$ cat src/rtl/ansi_csi_sgr_decoder_assert.svh
// assertion macros for the sgr decoder
`ifndef ANSI_CSI_SGR_DECODER_ASSERT_SVH
`define ANSI_CSI_SGR_DECODER_ASSERT_SVH

// checked outside reset
`define CSI_ASSERT(lbl, prop, msg) \
  lbl: assert property (@(posedge clk) disable iff (rst) prop) else $error(msg);

// checked through reset as well
`define CSI_ASSERT_RST(lbl, prop, msg) \
  lbl: assert property (@(posedge clk) prop) else $error(msg);

`endif

$ cat src/rtl/csi_sgr_pkg.sv
`default_nettype none
package csi_sgr_pkg;

  typedef enum logic [2:0] {
    PH_TEXT = 3'b001,
    PH_ESC  = 3'b010,
    PH_CSI  = 3'b100
  } phase_t;

  typedef enum logic [4:0] {
    EXT_NONE   = 5'b00001,
    EXT_FG_SEL = 5'b00010,
    EXT_BG_SEL = 5'b00100,
    EXT_FG_IDX = 5'b01000,
    EXT_BG_IDX = 5'b10000
  } ext_t;

  typedef struct packed {
    logic        fg_valid;
    logic [23:0] fg_rgb;
    logic        bg_valid;
    logic [23:0] bg_rgb;
    logic        bold;
  } fmt_t;

  typedef struct packed {
    logic [15:0] value;
    logic        empty;
    logic        valid;
  } num_t;

  typedef struct packed {
    ext_t ext;
    fmt_t fmt;
  } code_res_t;

  localparam fmt_t FMT_RESET = '0;
  localparam num_t NUM_RESET = '{value: 16'd0, empty: 1'b1, valid: 1'b1};

  localparam logic [7:0] ESC_BYTE      = 8'h1b;
  localparam logic [7:0] CSI_OPEN      = 8'h5b;
  localparam logic [7:0] SEP_BYTE      = 8'h3b;
  localparam logic [7:0] DIGIT_LO      = 8'h30;
  localparam logic [7:0] DIGIT_HI      = 8'h39;
  localparam logic [7:0] FINAL_LO      = 8'h40;
  localparam logic [7:0] FINAL_HI      = 8'h7e;
  localparam logic [7:0] FIN_SGR       = 8'h6d;
  localparam logic [7:0] FIN_PREV_LINE = 8'h46;
  localparam logic [7:0] FIN_ERASE     = 8'h4a;

  localparam logic KIND_TEXT  = 1'b0;
  localparam logic KIND_ERASE = 1'b1;

  localparam logic [15:0] VALUE_MAX       = 16'hffff;
  localparam logic [15:0] SGR_RESET       = 16'd0;
  localparam logic [15:0] SGR_BOLD        = 16'd1;
  localparam logic [15:0] SGR_NORMAL      = 16'd22;
  localparam logic [15:0] SGR_FG_BASE     = 16'd30;
  localparam logic [15:0] SGR_BG_BASE     = 16'd40;
  localparam logic [15:0] SGR_FG_BRIGHT   = 16'd90;
  localparam logic [15:0] SGR_BG_BRIGHT   = 16'd100;
  localparam logic [15:0] SGR_FG_EXT      = 16'd38;
  localparam logic [15:0] SGR_BG_EXT      = 16'd48;
  localparam logic [15:0] SGR_EXT_INDEXED = 16'd5;
  localparam logic [15:0] INDEX_MAX       = 16'd255;
  localparam logic [7:0]  GREY_FIRST      = 8'd232;
  localparam logic [1:0]  ERASE_MODE_MAX  = 2'd2;

  function automatic logic [23:0] normal_pal(input logic [2:0] i);
    logic [23:0] rgb;
    case (i)
      3'd0: rgb = 24'h000000;
      3'd1: rgb = 24'hcd3131;
      3'd2: rgb = 24'h0dbc79;
      3'd3: rgb = 24'he5e510;
      3'd4: rgb = 24'h2472c8;
      3'd5: rgb = 24'hbc3fbc;
      3'd6: rgb = 24'h11a8cd;
      default: rgb = 24'he5e5e5;
    endcase
    return rgb;
  endfunction

  function automatic logic [23:0] bright_pal(input logic [2:0] i);
    logic [23:0] rgb;
    case (i)
      3'd0: rgb = 24'h666666;
      3'd1: rgb = 24'hf14c4c;
      3'd2: rgb = 24'h23d18b;
      3'd3: rgb = 24'hf5f543;
      3'd4: rgb = 24'h3b8eea;
      3'd5: rgb = 24'hd670d6;
      3'd6: rgb = 24'h29b8db;
      default: rgb = 24'hffffff;
    endcase
    return rgb;
  endfunction

  function automatic logic [7:0] cube_level(input logic [2:0] v);
    logic [7:0] l;
    case (v)
      3'd1: l = 8'd95;
      3'd2: l = 8'd135;
      3'd3: l = 8'd175;
      3'd4: l = 8'd215;
      3'd5: l = 8'd255;
      default: l = 8'd0;
    endcase
    return l;
  endfunction

  // 256 colour index: 6x6x6 cube below the grey ramp
  function automatic logic [23:0] indexed_rgb(input logic [7:0] n);
    logic [2:0] q;
    logic [7:0] rem;
    logic [2:0] gi;
    logic [2:0] bi;
    logic [2:0] ri;
    logic [7:0] g;
    logic [7:0] l;
    q = (n >= 8'd216) ? 3'd6 : (n >= 8'd180) ? 3'd5 : (n >= 8'd144) ? 3'd4 :
        (n >= 8'd108) ? 3'd3 : (n >= 8'd72) ? 3'd2 : (n >= 8'd36) ? 3'd1 : 3'd0;
    rem = n - ({5'd0, q} * 8'd36);
    gi = (rem >= 8'd30) ? 3'd5 : (rem >= 8'd24) ? 3'd4 : (rem >= 8'd18) ? 3'd3 :
         (rem >= 8'd12) ? 3'd2 : (rem >= 8'd6) ? 3'd1 : 3'd0;
    bi = 3'(rem - ({5'd0, gi} * 8'd6));
    ri = (q == 3'd6) ? 3'd0 : q;
    g = n - GREY_FIRST;
    l = 8'd8 + (g * 8'd10);
    if (n >= GREY_FIRST) begin
      return {l, l, l};
    end
    return {cube_level(ri), cube_level(gi), cube_level(bi)};
  endfunction

  function automatic num_t feed_number(input num_t cur, input logic [7:0] b);
    num_t nx;
    logic [19:0] nv;
    nx = cur;
    nx.empty = 1'b0;
    nv = ({4'd0, cur.value} * 20'd10) + {16'd0, b[3:0]};
    if (b inside {[DIGIT_LO:DIGIT_HI]}) begin
      if (cur.valid) begin
        nx.value = (nv > {4'd0, VALUE_MAX}) ? VALUE_MAX : nv[15:0];
      end
    end else begin
      nx.valid = 1'b0;
    end
    return nx;
  endfunction

  function automatic logic [15:0] number_of(input num_t n);
    return n.valid ? n.value : 16'd0;
  endfunction

  function automatic code_res_t apply_code(input ext_t ext, input fmt_t f,
                                           input logic [15:0] c);
    code_res_t r;
    logic [23:0] rgb;
    r.ext = EXT_NONE;
    r.fmt = f;
    rgb = indexed_rgb(c[7:0]);
    if (ext == EXT_FG_IDX || ext == EXT_BG_IDX) begin
      if (c <= INDEX_MAX) begin
        if (ext == EXT_FG_IDX) begin
          r.fmt.fg_valid = 1'b1;
          r.fmt.fg_rgb = rgb;
        end else begin
          r.fmt.bg_valid = 1'b1;
          r.fmt.bg_rgb = rgb;
        end
      end
    end else if ((ext == EXT_FG_SEL || ext == EXT_BG_SEL) && c == SGR_EXT_INDEXED) begin
      r.ext = (ext == EXT_FG_SEL) ? EXT_FG_IDX : EXT_BG_IDX;
    end else if (c == SGR_RESET) begin
      r.fmt = FMT_RESET;
    end else if (c == SGR_BOLD) begin
      r.fmt.bold = 1'b1;
    end else if (c == SGR_NORMAL) begin
      r.fmt.bold = 1'b0;
    end else if (c inside {[SGR_FG_BASE:SGR_FG_BASE + 16'd7]}) begin
      r.fmt.fg_valid = 1'b1;
      r.fmt.fg_rgb = normal_pal(3'(c - SGR_FG_BASE));
    end else if (c inside {[SGR_BG_BASE:SGR_BG_BASE + 16'd7]}) begin
      r.fmt.bg_valid = 1'b1;
      r.fmt.bg_rgb = normal_pal(3'(c - SGR_BG_BASE));
    end else if (c inside {[SGR_FG_BRIGHT:SGR_FG_BRIGHT + 16'd7]}) begin
      r.fmt.fg_valid = 1'b1;
      r.fmt.fg_rgb = bright_pal(3'(c - SGR_FG_BRIGHT));
    end else if (c inside {[SGR_BG_BRIGHT:SGR_BG_BRIGHT + 16'd7]}) begin
      r.fmt.bg_valid = 1'b1;
      r.fmt.bg_rgb = bright_pal(3'(c - SGR_BG_BRIGHT));
    end else if (c == SGR_FG_EXT) begin
      r.ext = EXT_FG_SEL;
    end else if (c == SGR_BG_EXT) begin
      r.ext = EXT_BG_SEL;
    end
    return r;
  endfunction

endpackage
`default_nettype wire

$ cat src/rtl/ansi_csi_sgr_decoder.sv
`default_nettype none
// ANSI CSI / SGR byte-stream decoder.
// Input channel: in_valid, in_stall, in_byte, one raw stream byte per item.
// Output channel: out_valid, out_stall and the result fields. A text byte
// comes out as a kind 0 item with the committed colours, weight and any
// pending overwrite count; a 'J' with mode 0 to 2 comes out as a kind 1
// erase item. Escape sequences and all other bytes produce no item.
// Timing: an accepted byte is held in the input register, decoded
// combinationally from there, and its result is loaded into the output
// register.
// Throughput is one byte per cycle while no stall holds the flow; the parser
// state is read and written as each byte is decoded, which sets the rate.
// Reset (rst, synchronous) empties both registers, returns the parser to
// text, clears the pending overwrite count and sets no colours, normal weight.
// When the receiver stalls, the result holds; the input register drains into
// it as soon as it is free, and in_stall rises only when the input register
// holds a result-producing byte that cannot move on. Bytes with no result
// always move on.
module ansi_csi_sgr_decoder (
  input  wire logic        clk,
  input  wire logic        rst,
  input  wire logic        in_valid,
  output logic             in_stall,
  input  wire logic [7:0]  in_byte,
  output logic             out_valid,
  input  wire logic        out_stall,
  output logic             kind,
  output logic [7:0]       text_byte,
  output logic             fg_valid,
  output logic [23:0]      fg_rgb,
  output logic             bg_valid,
  output logic [23:0]      bg_rgb,
  output logic             bold,
  output logic [7:0]       overwrite_lines,
  output logic [1:0]       erase_mode
);
  import csi_sgr_pkg::*;

  logic       s1_valid;
  logic [7:0] s1_byte;
  logic       adv;

  phase_t phase, phase_next;
  num_t   part, part_next;
  num_t   whole, whole_next;
  ext_t   ext, ext_next;
  logic   any_seen, any_seen_next;
  fmt_t   shadow, shadow_next;
  fmt_t   committed, committed_next;
  logic [7:0] ow, ow_next;

  logic       res_hit;
  logic       res_kind;
  logic [7:0] res_byte;
  fmt_t       res_fmt;
  logic [7:0] res_ow;
  logic [1:0] res_mode;

  code_res_t  code_res;
  ext_t       fin_ext;
  fmt_t       fin_fmt;
  logic       fin_any;
  logic [15:0] whole_num;

  // closing the current part
  always_comb begin
    code_res = apply_code(ext, shadow, number_of(part));
    if (!part.empty) begin
      fin_ext = code_res.ext;
      fin_fmt = code_res.fmt;
      fin_any = 1'b1;
    end else begin
      fin_ext = ext;
      fin_fmt = shadow;
      fin_any = any_seen;
    end
    whole_num = number_of(whole);
  end

  always_comb begin
    phase_t cur;
    logic   done;
    cur = phase;
    done = 1'b0;
    phase_next = phase;
    part_next = part;
    whole_next = whole;
    ext_next = ext;
    any_seen_next = any_seen;
    shadow_next = shadow;
    committed_next = committed;
    ow_next = ow;
    res_hit = 1'b0;
    res_kind = KIND_TEXT;
    res_byte = 8'd0;
    res_fmt = FMT_RESET;
    res_ow = 8'd0;
    res_mode = 2'd0;

    if (cur == PH_ESC) begin
      if (s1_byte == CSI_OPEN) begin
        phase_next = PH_CSI;
        part_next = NUM_RESET;
        whole_next = NUM_RESET;
        ext_next = EXT_NONE;
        any_seen_next = 1'b0;
        shadow_next = committed;
        done = 1'b1;
      end else begin
        cur = PH_TEXT;
      end
    end

    if (!done && cur == PH_CSI) begin
      done = 1'b1;
      if (s1_byte inside {[FINAL_LO:FINAL_HI]}) begin
        phase_next = PH_TEXT;
        case (s1_byte)
          FIN_SGR: begin
            part_next = NUM_RESET;
            ext_next = fin_ext;
            any_seen_next = fin_any;
            shadow_next = fin_any ? fin_fmt : FMT_RESET;
            committed_next = fin_any ? fin_fmt : FMT_RESET;
          end
          FIN_PREV_LINE: begin
            if (whole.empty) begin
              ow_next = 8'd1;
            end else begin
              ow_next = (|whole_num[15:8]) ? 8'hff : whole_num[7:0];
            end
          end
          FIN_ERASE: begin
            if (whole.empty || whole_num <= {14'd0, ERASE_MODE_MAX}) begin
              res_hit = 1'b1;
              res_kind = KIND_ERASE;
              res_mode = whole.empty ? 2'd0 : whole_num[1:0];
            end
          end
          default: begin
          end
        endcase
      end else begin
        whole_next = feed_number(whole, s1_byte);
        if (s1_byte == SEP_BYTE) begin
          part_next = NUM_RESET;
          ext_next = fin_ext;
          any_seen_next = fin_any;
          shadow_next = fin_fmt;
        end else begin
          part_next = feed_number(part, s1_byte);
        end
      end
    end

    if (!done) begin
      if (s1_byte == ESC_BYTE) begin
        phase_next = PH_ESC;
      end else begin
        phase_next = PH_TEXT;
        res_hit = 1'b1;
        res_byte = s1_byte;
        res_fmt = committed;
        res_ow = ow;
        ow_next = 8'd0;
      end
    end
  end

  assign adv = s1_valid && (!res_hit || !out_valid || !out_stall);
  assign in_stall = s1_valid && !adv;

  always_ff @(posedge clk) begin
    if (rst) begin
      s1_valid <= 1'b0;
    end else if (!in_stall) begin
      s1_valid <= in_valid;
    end
    if (!in_stall) begin
      s1_byte <= in_byte;
    end
  end

  always_ff @(posedge clk) begin
    if (rst) begin
      phase <= PH_TEXT;
      part <= NUM_RESET;
      whole <= NUM_RESET;
      ext <= EXT_NONE;
      any_seen <= 1'b0;
      shadow <= FMT_RESET;
      committed <= FMT_RESET;
      ow <= 8'd0;
    end else if (adv) begin
      phase <= phase_next;
      part <= part_next;
      whole <= whole_next;
      ext <= ext_next;
      any_seen <= any_seen_next;
      shadow <= shadow_next;
      committed <= committed_next;
      ow <= ow_next;
    end
  end

  always_ff @(posedge clk) begin
    if (rst) begin
      out_valid <= 1'b0;
    end else if (adv && res_hit) begin
      out_valid <= 1'b1;
    end else if (!out_stall) begin
      out_valid <= 1'b0;
    end
    if (adv && res_hit) begin
      kind <= res_kind;
      text_byte <= res_byte;
      fg_valid <= res_fmt.fg_valid;
      fg_rgb <= res_fmt.fg_valid ? res_fmt.fg_rgb : 24'd0;
      bg_valid <= res_fmt.bg_valid;
      bg_rgb <= res_fmt.bg_valid ? res_fmt.bg_rgb : 24'd0;
      bold <= res_fmt.bold;
      overwrite_lines <= res_ow;
      erase_mode <= res_mode;
    end
  end

`include "ansi_csi_sgr_decoder_assert.svh"

  `CSI_ASSERT(a_erase_clean, out_valid && kind == KIND_ERASE |-> text_byte == 8'd0 && !fg_valid && !bg_valid && !bold && overwrite_lines == 8'd0, "erase item carries text attributes")
  `CSI_ASSERT(a_mode_range, out_valid |-> (kind == KIND_ERASE && erase_mode <= ERASE_MODE_MAX) || (kind == KIND_TEXT && erase_mode == 2'd0), "erase mode out of range")
  `CSI_ASSERT(a_hold_input, s1_valid && !adv |=> s1_valid && $stable(s1_byte), "stalled byte lost")
  `CSI_ASSERT(a_colour_clear, (committed.fg_valid || committed.fg_rgb == 24'd0) && (committed.bg_valid || committed.bg_rgb == 24'd0), "unset colour holds a value")
  `CSI_ASSERT_RST(a_reset_idle, rst |=> !out_valid && !s1_valid && phase == PH_TEXT && ow == 8'd0, "reset left the block busy")

endmodule
`default_nettype wire

$ cat config.mk
export PLATFORM = sky130hd
export DESIGN_NAME = ansi_csi_sgr_decoder
export DESIGN_NICKNAME = d
export VERILOG_FILES = /design/src/rtl/csi_sgr_pkg.sv /design/src/rtl/ansi_csi_sgr_decoder.sv
export VERILOG_INCLUDE_DIRS = /design/src /design/src/rtl
export SDC_FILE = /design/constraint.sdc
export NUM_CORES = 1
export LEC_CHECK = 0
export BUFFER_PORTS_ARGS = -buffer_cell sky130_fd_sc_hd__buf_2
export CAP_MARGIN = 20
export CORE_MARGIN = 8
export CORE_UTILIZATION = 35
export DETAILED_ROUTE_END_ITERATION = 16
export MAX_ROUTING_LAYER = met4
export SYNTH_ARGS = -nofsm -noshare
export SYNTH_HDL_FRONTEND = slang
export SYNTH_SLANG_ARGS = --single-unit
$ cat constraint.sdc
create_clock -name clk -period 7.21 [get_ports clk]
set_input_delay 1.0815 -clock clk [delete_from_list [all_inputs] [get_ports clk]]
set_output_delay 1.0815 -clock clk [all_outputs]
set_load 0.01 [all_outputs]
==> metrics.md <==
| Metric | Value |
|---|---|
| Setup repair bufs after CTS | 0 |
| Setup CP Type | register to register |
| TritonCTS clock tree | done |
| Min Hold Slack | 0.451 ns |
| NumNets Final | 2136 |
| Post-synthesis net count | 2132 |
| Synth top area share | a little under a fifth |
| Seq/Total Area, Yosys | between 30% and 40% |
| RSZ-0062 raised after global routing | no |
| Antenna Violating Nets Remaining | 0 |
| # DRC | 0 |
| Drt first pass iters | 8 |
| Top cell by count, worst path | a21oi_1 |
| Hold Path Depth | 2 |
| Reg clk slew, reported paths | 0.06 ns |
| Peak supply drop | 111 uV |
| Primary FF master, synth | dfxtp_1 |
| Yosys reg bits | 235 |
| Reg2reg path depth | 22 |
| Flop-to-flop setup slack | 1.04 ns |
| Placer Congestion | 1.02 |
| Leakage | just under 7 nW |
| Crit path DAT | 6.54 ns |
| Vias in the first global route | between 15k and 20k |
| Worst path max stage delay | just over 0.9 ns |
| Clk_lat worst skew | between 0.5 and 0.6 ns |
| All-Layer GR Usage | 23.0% |
| Die W | 234 um |
| Largest net degree at the start of global routing | 69 |
| Synth async-reset ratio | 0% |
| Post-CTS sizing | 0 |
| Count of final setup violators | 0 |
| Global route overflow | 0 |
| Number of vias per cell | 6.22 |
| Top delay family on crit path | compound AO/OA/AOI/OAI gates |
| Buffers on Ports | 83 |
| Reg-to-Reg End | shadow[31] |
| Critical R2R Launch | part[7] |
| Boundary pin count | 84 |
| Layout cell share with drive strength beyond 1 | a little under an eighth |
| First-pass GRT wire length | 95.7 mm |
| Critical path buffer and inverter count | 1 |
| Per-cell routed wire length | 23.7 um |
| Average size of a mapped cell | 8.17 sq um |
| Max-Cap Viols | 0 |
| CTS buffer count | 25 |
| Synth-to-Final Area Change | 10.5% |
| Synth Cell Area | 0.0166 sq mm |
| Hold EP | ow[1] |
| Cells after Synth | 2031 |
| Max Clk Rate | 162 MHz |
| Initial Util | a little over a third |
| Synth top area cells | dfxtp_1, edfxtp_1, ha_1 |
| Root buf cell | clkbuf_16 |
| Max Slew Vio Count | 0 |
| CTS max path bufs | 3 |
| CP startpoint kind | register |
| Distinct cells, synth | just over 100 |
| Num rows | 79 |
| Yosys warns | 0 |
| Post-synth top cells | nand2_1, a21oi_1, nor2_1 |
| Initial antenna violation count | 1 |
| Die area | 0.0546 sq mm |
| Hold_sp | ow[1] |
| Crit path required time | about 7.6 ns |
| Most common cell in the netlist | nand2_1 |
| Status | finished clean |
| First DRT Iteration DRCs | 2060 |
| CP endpoint kind | register |
| Clock sink count | between 200 and 250 |
| Vias | 16.6k |
| Die Y-Extent | ~230 um |
| Hold Vio Cnt, Final | 0 |
| EDFF count, synth | 78 |
| # H-tree levels | 1 |
| Setup TNS | 0 ns |
| Least-Margin Pin Slew | approximately 1.1 ns |
| DP HPWL | 45.9 mm |
| Worst-path cell chain | and3b_1 > a32oi_1 > or2_1 > a21oi_1 > ha_1 > inv_1 > fa_1 > xnor2_1 > nor2_1 > a21oi_1 > o21ai_0 > or3_1 > ha_1 > xnor3_1 > xnor2_1 > o2111ai_1 > o311ai_0 > o31ai_1 > a2bb2oi_1 > nor3_1 > a21oi_1 > o22ai_1 |
| Hold Path Class | register to register |
| Synth area leader | dfxtp_1 |
| Core Area | 0.0467 sq mm |
| Post-layout min period | roughly 6.2 ns |
| Wirelength, routed | 63.0 mm |
| PwrDens | 157 mW/mm^2 |
| CTS Hold Bufs | 0 |
| Max-slew headroom | a little under a quarter |
| Final period utilization | 85.6% |
| Max Clock Skew | 0.0155 ns |
| CP Max Fanout | 26 |
| CP max-delay cell | dfxtp_1 |
[sequential cells by signal, summed over array words and instances, names as in the netlist, 18 cells and up]
name,count
committed,51
shadow,51
bg_rgb,24
fg_rgb,24
part,18
whole,18
[logic make-up (layout without fill, tap and decap cells)]
group / Yosys count / after routing / share of synthesized area [%]
muxes: 26 / 26 / 1.58
and+or+nand+nor: 730 / 730 / 22.0
AOI/OAI and AO/OA: 711 / 711 / 28.8
buffers and inverters: 190 / 212 / 4.75
xor gates and xnor gates: 49 / 49 / 2.75
other: 0 / 2 / 0
DFF: 235 / 235 / 33.1
adders and majority gates: 90 / 90 / 7.09
[worst max path at each step]
stage,startpoint,endpoint,slack (ns),cells past startpoint
after floorplan,s1_byte[2],bg_rgb[0],1.73,8
final,part[7],shadow[31],1.04,22
after detailed placement,part[7],shadow[31],1.24,22
after global placement,part[7],shadow[31],1.36,22
after CTS,part[7],shadow[31],1.15,22
after global routing,part[7],shadow[31],0.57,22
[per-stage QoR]
step           instance area, sq um  util, %  total power, W  worst slack [ns]  cells
6_report                      18300     39.3         0.00288              1.04   2662
5_1_grt                       18300     39.3         0.00296             0.565   2661
4_1_cts                       18300     39.2         0.00289              1.15   2658
3_5_place_dp                  17500     37.4         0.00160              1.24   2613
3_3_place_gp                  17500     37.4         0.00160              1.36   2613
2_1_floorplan                 16600        -         0.00154              1.73   2031
[where the power goes]
| part | internal (W) | switching (W) |
|---|---|---|
| logic | 0.0000493 | 0.000101 |
| clock network | 0.000754 | 0.000545 |
| registers | 0.00140 | 0.0000246 |
| total | 0.00220 | 0.000671 |
[worst min-delay path: stages, from the launching register on]
cell and delay [ns]:
dfxtp_1 0.31, nand2_1 0.05, a21oi_1 0.05
[per-layer routing]
layer,part of all wire (%),vias up,GRT usage [%],wire length (um)
met4,3.1,0,7.34,1970
met3,8.9,125,3.08,5590
met2,44,832,34.8,27400
met5,0,-,-,0
met1,44,7941,31.4,28000
li1,-,7653,-,-
[cell type report]
cell class	count	area [sq um]
antenna	2	5.00
clock buffer	29	651
clock inverter	16	160
fill	4740	28300
inverter	43	161
multi-input combinational	1606	10400
sequential	235	5490
tap	607	759
timing repair buffer	124	751
[cell usage in the layout, fill, tap and decap left out, types with 31 or more instances in the layout]
master      n
inv_1      41
ha_1       82
dfxtp_1   157
buf_2      83
a21oi_1   186
nor3_1     47
nand3_1    34
buf_4      39
a22oi_1    34
edfxtp_1   78
nor2_1    177
o21ai_0   136
nand2_1   218
and2_1     34
a211oi_1   33
o211ai_1   31
and3_1     62
Power figures use the tool's default switching activity.
